--- config.mk ---
export PLATFORM = sky130hd
export DESIGN_NAME = base64_stream_encoder_unit_flat
export DESIGN_NICKNAME = d
export VERILOG_FILES = /design/src/sv/b64e_pkg.sv /design/src/sv/b64e_if.sv /design/src/sv/b64e_front.sv /design/src/sv/b64e_queue.sv /design/src/sv/b64e_back.sv /design/src/sv/base64_stream_encoder_unit.sv /design/src/flat_wrapper.sv
export SDC_FILE = /design/constraint.sdc
export NUM_CORES = 1
export LEC_CHECK = 0
export ABC_AREA = 0
export BUFFER_PORTS_ARGS = -buffer_cell sky130_fd_sc_hd__buf_2
export CAP_MARGIN = 0
export CELL_PAD_IN_SITES_DETAIL_PLACEMENT = 0
export CELL_PAD_IN_SITES_GLOBAL_PLACEMENT = 2
export CORE_ASPECT_RATIO = 0.8
export CORE_MARGIN = 8
export CORE_UTILIZATION = 33
export CTS_CLUSTER_DIAMETER = 30
export DETAILED_ROUTE_END_ITERATION = 6
export PLACE_DENSITY_LB_ADDON = 0.1
export SLEW_MARGIN = 30
export SYNTH_ARGS = -nofsm -noshare
export SYNTH_HDL_FRONTEND = slang
export SYNTH_SLANG_ARGS = --single-unit
--- constraint.sdc ---
create_clock -name clk -period 4.7 [get_ports clk]
set_input_delay 0.94 -clock clk [delete_from_list [all_inputs] [get_ports clk]]
set_output_delay 0.94 -clock clk [all_outputs]
set_load 0.02 [all_outputs]
--- src/sv/b64e_pkg.sv ---
// Shared types, constants and the alphabet function of the base64 stream encoder.
// No dependencies; the front, queue, back and top files refer to this package by scope.
package b64e_pkg;

	localparam int unsigned QUEUE_DEPTH = 2;
	localparam int unsigned SEXTETS     = 4;

	localparam logic [7:0] PAD_CHAR = 8'h3D;

	// One complete group as the front hands it over: four sextets, first one at
	// index zero, how many trailing characters are padding, and whether it ends
	// the stream.
	typedef struct packed {
		logic [SEXTETS-1:0][5:0] sext;
		logic [1:0]              pad;
		logic                    last;
	} group_t;

	typedef struct packed {
		logic full;
		logic empty;
	} queue_stat_t;

	function automatic logic [7:0] b64_char(input logic [5:0] v);
		logic [7:0] c;
		c = 8'h00;
		case (v) inside
			[6'd0:6'd25]:  c = 8'h41 + {2'b00, v};
			[6'd26:6'd51]: c = 8'h47 + {2'b00, v};
			[6'd52:6'd61]: c = {2'b00, v} - 8'd4;
			6'd62:         c = 8'h2B;
			default:       c = 8'h2F;
		endcase
		return c;
	endfunction

endpackage

--- src/sv/b64e_if.sv ---
// Handshake channels of the base64 stream encoder: raw bytes in, characters out.
// Stand-alone interfaces; no package dependency.
interface b64e_byte_if;
	logic       valid;
	logic       ready;
	logic [7:0] data_byte;
	logic       last_byte;

	modport source(output valid, output data_byte, output last_byte, input ready);
	modport sink(input valid, input data_byte, input last_byte, output ready);
endinterface

interface b64e_char_if;
	logic       valid;
	logic       ready;
	logic [7:0] out_char;
	logic       group_end;
	logic       stream_end;

	modport source(output valid, output out_char, output group_end, output stream_end,
		input ready);
	modport sink(input valid, input out_char, input group_end, input stream_end,
		output ready);
endinterface

--- src/sv/b64e_front.sv ---
// Front end: accepts bytes, keeps the open group and pushes completed groups as sextets.
// Depends on b64e_pkg and b64e_byte_if.
module b64e_front (
	input  logic                  clk,
	input  logic                  arst_n,
	b64e_byte_if.sink             plain_data,
	input  b64e_pkg::queue_stat_t stat,
	output logic                  push,
	output b64e_pkg::group_t      push_group
);

	logic [7:0] held0_q;
	logic [7:0] held1_q;
	logic [1:0] cnt_q;
	logic [1:0] cnt;
	logic       accept;
	logic [7:0] b0;
	logic [7:0] b1;
	logic [7:0] b2;

	// A count of three cannot arise; it is folded onto zero.
	assign cnt    = (cnt_q == 2'd3) ? 2'd0 : cnt_q;
	assign plain_data.ready = !stat.full;
	assign accept = plain_data.valid && !stat.full;
	assign push   = accept && (plain_data.last_byte || cnt == 2'd2);

	always_comb begin
		b0 = plain_data.data_byte;
		b1 = 8'h00;
		b2 = 8'h00;
		push_group.pad = 2'd2;
		case (cnt)
			2'd1: begin
				b0 = held0_q;
				b1 = plain_data.data_byte;
				push_group.pad = 2'd1;
			end
			2'd2: begin
				b0 = held0_q;
				b1 = held1_q;
				b2 = plain_data.data_byte;
				push_group.pad = 2'd0;
			end
			default: begin
			end
		endcase
		push_group.sext[0] = b0[7:2];
		push_group.sext[1] = {b0[1:0], b1[7:4]};
		push_group.sext[2] = {b1[3:0], b2[7:6]};
		push_group.sext[3] = b2[5:0];
		push_group.last    = plain_data.last_byte;
	end

	always_ff @(posedge clk or negedge arst_n) begin
		if (!arst_n) begin
			cnt_q <= 2'd0;
		end else if (accept) begin
			cnt_q <= push ? 2'd0 : cnt + 2'd1;
		end
	end

	always_ff @(posedge clk) begin
		if (accept && !push) begin
			if (cnt == 2'd0) begin
				held0_q <= plain_data.data_byte;
			end else begin
				held1_q <= plain_data.data_byte;
			end
		end
	end

endmodule

--- src/sv/b64e_queue.sv ---
// Short group queue between the front and the back of the encoder.
// Depends on b64e_pkg for the group type and the status struct.
module b64e_queue #(
	parameter int unsigned DEPTH = b64e_pkg::QUEUE_DEPTH
) (
	input  logic                  clk,
	input  logic                  arst_n,
	input  logic                  push,
	input  b64e_pkg::group_t      push_group,
	input  logic                  pop,
	output b64e_pkg::group_t      head,
	output b64e_pkg::queue_stat_t stat
);

	localparam int unsigned PTR_W = (DEPTH > 1) ? $clog2(DEPTH) : 1;
	localparam int unsigned CNT_W = $clog2(DEPTH + 1);

	b64e_pkg::group_t slot_q [DEPTH];
	logic [PTR_W-1:0] wr_q;
	logic [PTR_W-1:0] rd_q;
	logic [CNT_W-1:0] cnt_q;
	logic             do_push;
	logic             do_pop;

	assign stat.full  = (cnt_q == CNT_W'(DEPTH));
	assign stat.empty = (cnt_q == '0);
	assign do_push    = push && !stat.full;
	assign do_pop     = pop && !stat.empty;
	assign head       = slot_q[rd_q];

	function automatic logic [PTR_W-1:0] next_ptr(input logic [PTR_W-1:0] p);
		return (p == PTR_W'(DEPTH - 1)) ? '0 : p + PTR_W'(1);
	endfunction

	always_ff @(posedge clk or negedge arst_n) begin
		if (!arst_n) begin
			wr_q  <= '0;
			rd_q  <= '0;
			cnt_q <= '0;
		end else begin
			if (do_push) begin
				wr_q <= next_ptr(wr_q);
			end
			if (do_pop) begin
				rd_q <= next_ptr(rd_q);
			end
			if (do_push && !do_pop) begin
				cnt_q <= cnt_q + CNT_W'(1);
			end else if (do_pop && !do_push) begin
				cnt_q <= cnt_q - CNT_W'(1);
			end
		end
	end

	always_ff @(posedge clk) begin
		if (do_push) begin
			slot_q[wr_q] <= push_group;
		end
	end

endmodule

--- src/sv/b64e_back.sv ---
// Back end: takes one group at a time from the queue and sends its four characters.
// Depends on b64e_pkg and b64e_char_if.
module b64e_back (
	input  logic                  clk,
	input  logic                  arst_n,
	input  b64e_pkg::group_t      head,
	input  b64e_pkg::queue_stat_t stat,
	output logic                  pop,
	b64e_char_if.source           coded_chars
);

	b64e_pkg::group_t cur_q;
	logic             cur_valid_q;
	logic [1:0]       idx_q;
	logic             out_valid_q;
	logic [7:0]       char_q;
	logic             gend_q;
	logic             send_q;
	logic             advance;
	logic             at_end;
	logic             is_pad;

	assign advance = cur_valid_q && (!out_valid_q || coded_chars.ready);
	assign at_end  = (idx_q == 2'd3);
	assign pop     = !stat.empty && (!cur_valid_q || (advance && at_end));
	// The trailing pad characters of a short group are '='.
	assign is_pad  = ({1'b0, idx_q} >= (3'd4 - {1'b0, cur_q.pad}));

	assign coded_chars.valid      = out_valid_q;
	assign coded_chars.out_char   = char_q;
	assign coded_chars.group_end  = gend_q;
	assign coded_chars.stream_end = send_q;

	always_ff @(posedge clk or negedge arst_n) begin
		if (!arst_n) begin
			cur_valid_q <= 1'b0;
			idx_q       <= 2'd0;
			out_valid_q <= 1'b0;
		end else begin
			if (pop) begin
				cur_valid_q <= 1'b1;
				idx_q       <= 2'd0;
			end else if (advance) begin
				idx_q <= idx_q + 2'd1;
				if (at_end) begin
					cur_valid_q <= 1'b0;
				end
			end
			if (advance) begin
				out_valid_q <= 1'b1;
			end else if (coded_chars.ready) begin
				out_valid_q <= 1'b0;
			end
		end
	end

	always_ff @(posedge clk) begin
		if (pop) begin
			cur_q <= head;
		end
		if (advance) begin
			char_q <= is_pad ? b64e_pkg::PAD_CHAR : b64e_pkg::b64_char(cur_q.sext[idx_q]);
			gend_q <= at_end;
			send_q <= at_end && cur_q.last;
		end
	end

	a_stream_in_group: assert property (@(posedge clk) disable iff (!arst_n)
		coded_chars.valid && coded_chars.stream_end |-> coded_chars.group_end)
		else $error("stream end flagged off a group boundary");

	a_idx_needs_group: assert property (@(posedge clk) disable iff (!arst_n)
		idx_q != 2'd0 |-> cur_valid_q)
		else $error("character index advanced without a group in hand");

	a_idx_holds: assert property (@(posedge clk) disable iff (!arst_n)
		cur_valid_q && !advance && !pop |=> $stable(idx_q))
		else $error("character index moved while the output stalled");

	a_pop_on_boundary: assert property (@(posedge clk) disable iff (!arst_n)
		pop && cur_valid_q |-> at_end && advance)
		else $error("new group loaded before the current one finished");

endmodule

--- src/sv/base64_stream_encoder_unit.sv ---
// Base64 (standard alphabet) stream encoder. One byte word is taken per cycle while
// the two-entry group queue has room; each completed group, or a short group closed
// by a byte marked last, leaves as four character words, one per cycle while the
// character port is ready, with '=' padding for short groups. The character port
// sets the sustained rate; a byte that completes a group passes the queue slot, the
// group register and the character register before its first character shows. The
// input stalls only when the queue is full while the back end drains earlier groups.
module base64_stream_encoder_unit #(
	parameter int unsigned QUEUE_DEPTH = b64e_pkg::QUEUE_DEPTH
) (
	input  logic        clk,
	input  logic        arst_n,
	b64e_byte_if.sink   plain_data,
	b64e_char_if.source coded_chars
);

	logic                  push;
	logic                  pop;
	b64e_pkg::group_t      push_group;
	b64e_pkg::group_t      head;
	b64e_pkg::queue_stat_t stat;

	b64e_front u_front (
		.clk        (clk),
		.arst_n     (arst_n),
		.plain_data (plain_data),
		.stat       (stat),
		.push       (push),
		.push_group (push_group)
	);

	b64e_queue #(
		.DEPTH (QUEUE_DEPTH)
	) u_queue (
		.clk        (clk),
		.arst_n     (arst_n),
		.push       (push),
		.push_group (push_group),
		.pop        (pop),
		.head       (head),
		.stat       (stat)
	);

	b64e_back u_back (
		.clk         (clk),
		.arst_n      (arst_n),
		.head        (head),
		.stat        (stat),
		.pop         (pop),
		.coded_chars (coded_chars)
	);

endmodule
--- src/flat_wrapper.sv ---
// flat-port wrapper written by rule: the top's interface ports become plain ports
module base64_stream_encoder_unit_flat 
#(
	parameter int unsigned QUEUE_DEPTH = b64e_pkg::QUEUE_DEPTH
)
  (clk, arst_n, plain_data_valid, plain_data_data_byte, plain_data_last_byte, plain_data_ready, coded_chars_valid, coded_chars_out_char, coded_chars_group_end, coded_chars_stream_end, coded_chars_ready);
  b64e_byte_if plain_data_i ();
  b64e_char_if coded_chars_i ();
  input  logic clk;
  input  logic arst_n;
  input wire logic [$bits(plain_data_i.valid)-1:0] plain_data_valid;
  input wire logic [$bits(plain_data_i.data_byte)-1:0] plain_data_data_byte;
  input wire logic [$bits(plain_data_i.last_byte)-1:0] plain_data_last_byte;
  output wire logic [$bits(plain_data_i.ready)-1:0] plain_data_ready;
  output wire logic [$bits(coded_chars_i.valid)-1:0] coded_chars_valid;
  output wire logic [$bits(coded_chars_i.out_char)-1:0] coded_chars_out_char;
  output wire logic [$bits(coded_chars_i.group_end)-1:0] coded_chars_group_end;
  output wire logic [$bits(coded_chars_i.stream_end)-1:0] coded_chars_stream_end;
  input wire logic [$bits(coded_chars_i.ready)-1:0] coded_chars_ready;
  assign plain_data_i.valid = plain_data_valid;
  assign plain_data_i.data_byte = plain_data_data_byte;
  assign plain_data_i.last_byte = plain_data_last_byte;
  assign plain_data_ready = plain_data_i.ready;
  assign coded_chars_valid = coded_chars_i.valid;
  assign coded_chars_out_char = coded_chars_i.out_char;
  assign coded_chars_group_end = coded_chars_i.group_end;
  assign coded_chars_stream_end = coded_chars_i.stream_end;
  assign coded_chars_i.ready = coded_chars_ready;
  base64_stream_encoder_unit #(.QUEUE_DEPTH(QUEUE_DEPTH)) u_core (.clk(clk), .arst_n(arst_n), .plain_data(plain_data_i), .coded_chars(coded_chars_i));
endmodule
==> flow_summary.toml, run 1 <==
[final_layout]
ff_latch_area_um2 = 3460
multi_input_area_um2 = 1520
final_cell_mix = "edfxtp_1 (107), mux2_2 (35), buf_2 (24)"
final_area_um2 = 6030
final.fill_count = 1374
drive_gt1_share_pct = 29.7
syn2layout_area_growth_pct = 18.6
diodes = 0
final_common_cell = "edfxtp_1"
nets = 387
final_cells = 559

[power]
static-leakage-power_uw = 0.00215
p_clk_share_pct = 28.7
intPower_uw = 2960
p_comb_share_pct = 35.4
power_frac_seq_pct = 35.9
switching_share_pct = 34.1
power_uw = 4490
powerDensity_nw_per_um2 = 746
peakVddDrop_mv = 0.290
power.switching_uw = 1530

[floorplanning]
io_pins = 25
die_h_um = 127
fp-row-count = 40
core_area_um2 = 15000
die_w_um = 155
fp.dieArea_um2 = 19600
initial_core_util_pct = 33.8

[logic_synthesis]
synthDistinctLibCells = 46
yosys_warnings = 0
synth_nets = 350
synth-edff-count = 107
ys.flop_type = "edfxtp_1"
netlist_area_um2 = 5080
synthCells = 320
syn_avg_cell_area_um2 = 15.9
ys_ff_latch = 117
postSynth.asyncResetShare_pct = 8.55
ys_seq_area_share_pct = 68.2

[clock_network]
clk_pin_slew_ns = 0.06
ctsResizeCount = 0
clk-insertion-delay-late_ns = 0.41
postCtsSetupRepairBufs = 0
cts_buffers = 17
clock_sinks = 117
hold_buffers = 0
ctsLongestPathBuffers = 2
cts_max_level = 4
cts_tree = "built"
cts_root_buf = "clkbuf_16"

[outcome]
status = "finished clean"

[sta]
maxSlewViolCount = 0
tns_ns = 0
tightestPinTransition_ns = 0.887
fin_ws_ns = 1.57
finalClockSkew_ns = 0.00659
relSlewSlack_pct = 40.9
setup_viol = 0
fmax_mhz = 320
fin_crit_sh_pct = 66.5
fin_crit_ns = 3.13
finalHoldViolCount = 0
rsz0062_at_grt = "no"

[global_route]
grt_pass1_wl_mm = 15.7
grt-ovfl-total = 0
antenna_found_initial = 0
track_usage_pct = 10.7
grt_pass1_vias = 2744
grt_max_degree = 32

[critical_path]
crit_path_max_incr_delay_ns = 0.70
cp_data_arrival_time_ns = 3.29
worstSetupEndpointType = "flop"
required_ns = 4.86
start_kind = "flop"
crit_path_cell_trace = "mux4_2, ha_1, nor2_1, a31oi_1, a31o_2, nand2_1, o221ai_1, a211o_1"
crit_type = "flop to flop"
cp_slowest_cell = "mux4_2"
cp_max_fo = 9

[placement]
place_area_um2 = 5430
numPortBuffers = 24
place_ws_ns = 1.58
dp_cells = 527
finalWeightedCongestion = 0.777
place.detailed.hpwl_mm = 6.42

[drt]
post_drt_wl_per_cell_um = 17.7
ant_nets = 0
wirelength_mm = 9.88
drt_first_iter_violations = 141
dr.pass1.iters = 4
remaining_drc_errors = 0
viasPerCell = 4.75
vias = 2654

[worst_hold_path]
min_path_type = "input port to async pin"

[flow_run]
maxCapViolations = 0
==> worst paths after layout <==
| check | start | to | slack (ns) | cells past startpoint |
|---|---|---|---|---|
| worst min-delay path | arst_n | u_core.u_front.cnt_q[1]$_DFFE_PN0P_ | 0.40 | 1 |
| worst max register to register | u_core.u_back.idx_q[0]$_DFFE_PN0P_ | u_core.u_back.coded_chars.out_char[2]$_SDFFCE_PP1P_ | 1.57 | 8 |
| worst max-delay path | u_core.u_back.idx_q[0]$_DFFE_PN0P_ | u_core.u_back.coded_chars.out_char[2]$_SDFFCE_PP1P_ | 1.57 | 8 |
| min in group clk | u_core.u_queue.cnt_q[1]$_DFFE_PN0P_ | u_core.u_queue.cnt_q[1]$_DFFE_PN0P_ | 0.50 | 1 |
| worst min register to register | u_core.u_queue.cnt_q[1]$_DFFE_PN0P_ | u_core.u_queue.cnt_q[1]$_DFFE_PN0P_ | 0.50 | 1 |
| max in group asynchronous | arst_n | u_core.u_back.coded_chars.valid$_DFFE_PN0P_ | 4.07 | 1 |
==> Yosys cell counts, types with 3 or more instances <==
library cell,count,area [µm²]
xnor2_1,5,43.8
ha_1,17,213
nand2_1,16,60.1
clkbuf_1,5,18.8
a22oi_1,9,67.6
dfrtp_1,10,250
mux2_2,35,394
nand3_1,3,15.0
edfxtp_1,107,3210
o21ai_0,5,25.0
a21oi_1,7,35.0
buf_1,3,11.3
xor2_1,5,43.8
and2_1,11,68.8
nand2b_1,4,25.0
mux4_2,5,113
nor2_1,21,78.8
inv_1,15,56.3
nor3_1,3,15.0
==> cell families (layout without fill, tap and decap cells) <==
logic type               count (synthesis)  in the layout  synth area share, %
AND/OR/NAND/NOR                         65             65                 6.45
XOR/XNOR                                10             10                 1.72
buffers and inverters                   26             76                 2.29
multiplexers                            43             43                 10.9
adder cells (fa/ha/maj)                 17             17                 4.19
AO/OA/AOI/OAI                           42             42                 6.28
flip-flops                             117            117                 68.2
==> state kept, by name (all words and copies together), names as in the netlist, 2 cells and up <==
signal                              count
u_core.u_queue.cnt_q                    2
u_core.u_back.cur_q                    27
u_core.u_back.idx_q                     2
u_core.u_back.coded_chars.out_char      8
u_core.u_queue.slot_q                  54
u_core.u_front.held1_q                  8
u_core.u_front.held0_q                  8
u_core.u_front.cnt_q                    2
==> cell type report <==
class,count,area share (%)
Multi-Input combinational cell,177,25.1
Inverter,15,0.934
Tap cell,189,3.92
Clock buffer,22,7.87
Clock inverter,10,2.03
Timing Repair Buffer,29,2.62
Sequential cell,117,57.5
==> layer usage <==
layer | global-route usage, % | part of all wire, %
met1 | 14.0 | 51
met2 | 15.7 | 43
met3 | 3.98 | 3.8
met4 | 4.43 | 1.4
met5 | 0 | 0
==> power by group through the flow <==
stage	registers [µW]	clock network (µW)	logic, µW
after floorplan	1640	0	1170
after global placement	1640	0	1620
after detailed placement	1640	0	1600
after CTS	1620	1320	1610
after global routing	1640	1360	1750
final	1620	1290	1590
==> worst max-delay path: cells and delay by family (launching register included) <==
family	cells	cell delay, ns
multiplexers	1	0.70
AO/OA/AOI/OAI	4	0.84
flip-flops	1	0.61
AND/OR/NAND/NOR	2	0.39
adder cells (fa/ha/maj)	1	0.33
==> metrics by stage <==
stage	hold slack (ns)	util, %
floorplan	0.456	-
global placement	0.485	36.2
detailed placement	0.495	36.2
CTS	0.390	40.1
global route	0.405	40.1
finish	0.398	40.1
Note: power is estimated with default switching activity, not from simulation.
==> inputs of run 2 (changes only) <==
==> constraint.sdc (replaced) <==
create_clock -name clk -period 3 [get_ports clk]
set_input_delay 0.6 -clock clk [delete_from_list [all_inputs] [get_ports clk]]
set_output_delay 0.6 -clock clk [all_outputs]
set_load 0.02 [all_outputs]
==> flow_summary.toml, run 2 (synthesis results as in run 1) <==
[critical_path]
rr_worst_depth = 10
crit_type = "flop to flop"
required_ns = 3.25
cp_max_fo = 7
r2r_start = "u_core.u_back.idx_q[0]$_DFFE_PN0P_"
cp_slowest_cell = "mux4_2"
r2r-end = "u_core.u_back.coded_chars.out_char[1]$_SDFFCE_PP0P_"
crit_path_max_incr_delay_ns = 0.62
cp_data_arrival_time_ns = 3.01
start_kind = "flop"
worstSetupEndpointType = "flop"
crit_path_cell_trace = "mux4_2, inv_1, ha_1, nor2_1, a31oi_1, a31o_2, nand2_1, buf_4, or3_1, a31oi_1"
cpLargestDelayFamily = "multiplexers"
critPathBufInv = 2
reg2reg_slack_ns = 0.24
path_depth = 10
critPathMostFrequentCell = "a31oi_1"

[final_layout]
largest_register_ffs = 54
drive_gt1_share_pct = 31.5
syn2layout_area_growth_pct = 20.9
nets = 395
final_cells = 567
final_cell_mix = "edfxtp_1 (107), mux2_2 (35), buf_2 (24)"
diodes = 0
top_regs = "u_core.u_queue.slot_q (54), u_core.u_back.cur_q (27)"
top_register = "u_core.u_queue.slot_q"
final_common_cell = "edfxtp_1"

[clock_network]
cts_root_buf = "clkbuf_16"
cts_max_level = 4
cts_tree = "built"
cts_buffers = 17
clock_sinks = 117
postCtsSetupRepairBufs = 0
hold_buffers = 0
clk_pin_slew_ns = 0.06
ctsResizeCount = 0
clk-insertion-delay-late_ns = 0.40
ctsLongestPathBuffers = 2

[sta]
timing.hold.ws_ns = 0.0736
relSlewSlack_pct = 64.9
finalHoldViolCount = 0
tightestPinTransition_ns = 0.522
rsz0062_at_grt = "no"
fin_ws_ns = 0.240
maxSlewViolCount = 0
setup_viol = 0
tns_ns = 0
finalClockSkew_ns = 0.00508
fin_crit_ns = 2.76
fmax_mhz = 362
fin_crit_sh_pct = 92.0

[floorplanning]
fp.dieArea_um2 = 19600
die_h_um = 127
initial_core_util_pct = 33.8
core_area_um2 = 15000
fp-row-count = 40
io_pins = 25
die_w_um = 155

[global_route]
antenna_found_initial = 0
grt_pass1_vias = 2849
track_usage_pct = 10.8
grt-ovfl-total = 0
grt_pass1_wl_mm = 15.8
grt_max_degree = 31

[drt]
vias = 2700
wirelength_mm = 9.84
dr.pass1.iters = 4
ant_nets = 0
viasPerCell = 4.76
post_drt_wl_per_cell_um = 17.3
drt_first_iter_violations = 151
remaining_drc_errors = 0

[placement]
dp_cells = 535
place.detailed.hpwl_mm = 6.55
numPortBuffers = 24
finalWeightedCongestion = 0.751
place_ws_ns = 0.120

[power]
static-leakage-power_uw = 0.00222
powerDensity_nw_per_um2 = 1190
peakVddDrop_mv = 0.450

[flow_run]
maxCapViolations = 0

[worst_hold_path]
min_path_type = "input port to async pin"

[outcome]
status = "finished clean"
==> run 2: how the worst max path moves through the flow <==
stage,start,endpoint,slack [ns]
floorplan,u_core.u_back.idx_q[0]$_DFFE_PN0P_,u_core.u_back.coded_chars.out_char[2]$_SDFFCE_PP1P_,0.35
global placement,u_core.u_back.idx_q[0]$_DFFE_PN0P_,u_core.u_back.coded_chars.out_char[5]$_SDFFCE_PP1P_,0.13
detailed placement,u_core.u_back.idx_q[0]$_DFFE_PN0P_,u_core.u_back.coded_chars.out_char[1]$_SDFFCE_PP0P_,0.12
CTS,u_core.u_back.idx_q[0]$_DFFE_PN0P_,u_core.u_back.coded_chars.out_char[1]$_SDFFCE_PP0P_,0.10
global route,u_core.u_back.idx_q[0]$_DFFE_PN0P_,u_core.u_back.coded_chars.out_char[1]$_SDFFCE_PP0P_,0.03
finish,u_core.u_back.idx_q[0]$_DFFE_PN0P_,u_core.u_back.coded_chars.out_char[1]$_SDFFCE_PP0P_,0.24
==> run 2: layer usage <==
| layer | global-route usage (%) | routed length (µm) | part of all wire, % | vias to the layer above |
|---|---|---|---|---|
| li1 | - | - | - | 1318 |
| met1 | 14.3 | 5050 | 51 | 1340 |
| met2 | 16.0 | 4360 | 44 | 35 |
| met3 | 3.87 | 334 | 3.4 | 7 |
| met4 | 3.62 | 99 | 1.0 | 0 |
| met5 | 0 | 0 | 0 | - |
==> run 2: stage by stage <==
stage                     total power, µW  util [%]  cell area [µm²]
final                                7280      40.9             6140
after global routing                 7720      40.9             6140
after CTS                            7400      40.9             6140
after detailed placement             5200      36.7             5510
after global placement               5210      36.7             5510
after floorplan                      4410         -             5090
==> run 2: power by group <==
group / switching, µW / leakage (µW) / internal, µW
Clock: 716 / 0.000305 / 1440
Sequential: 145 / 0.00110 / 2370
Combinational: 1550 / 0.000810 / 1070
Total: 2410 / 0.00222 / 4880
==> run 2: area by class of cell <==
cell class | count | area, µm²
Fill cell | 1414 | 8870
Sequential cell | 117 | 3460
Multi-Input combinational cell | 177 | 1520
Clock buffer | 21 | 460
Tap cell | 189 | 236
Timing Repair Buffer | 37 | 230
Clock inverter | 11 | 174
Inverter | 15 | 56.3
==> run 2: worst register-to-register path: stages, from the launching register on <==
cell     delay (ns)
dfrtp_2        0.47
mux4_2         0.62
inv_1          0.17
ha_1           0.24
nor2_1         0.06
a31oi_1        0.14
a31o_2         0.18
nand2_1        0.10
buf_4          0.17
or3_1          0.30
a31oi_1        0.17
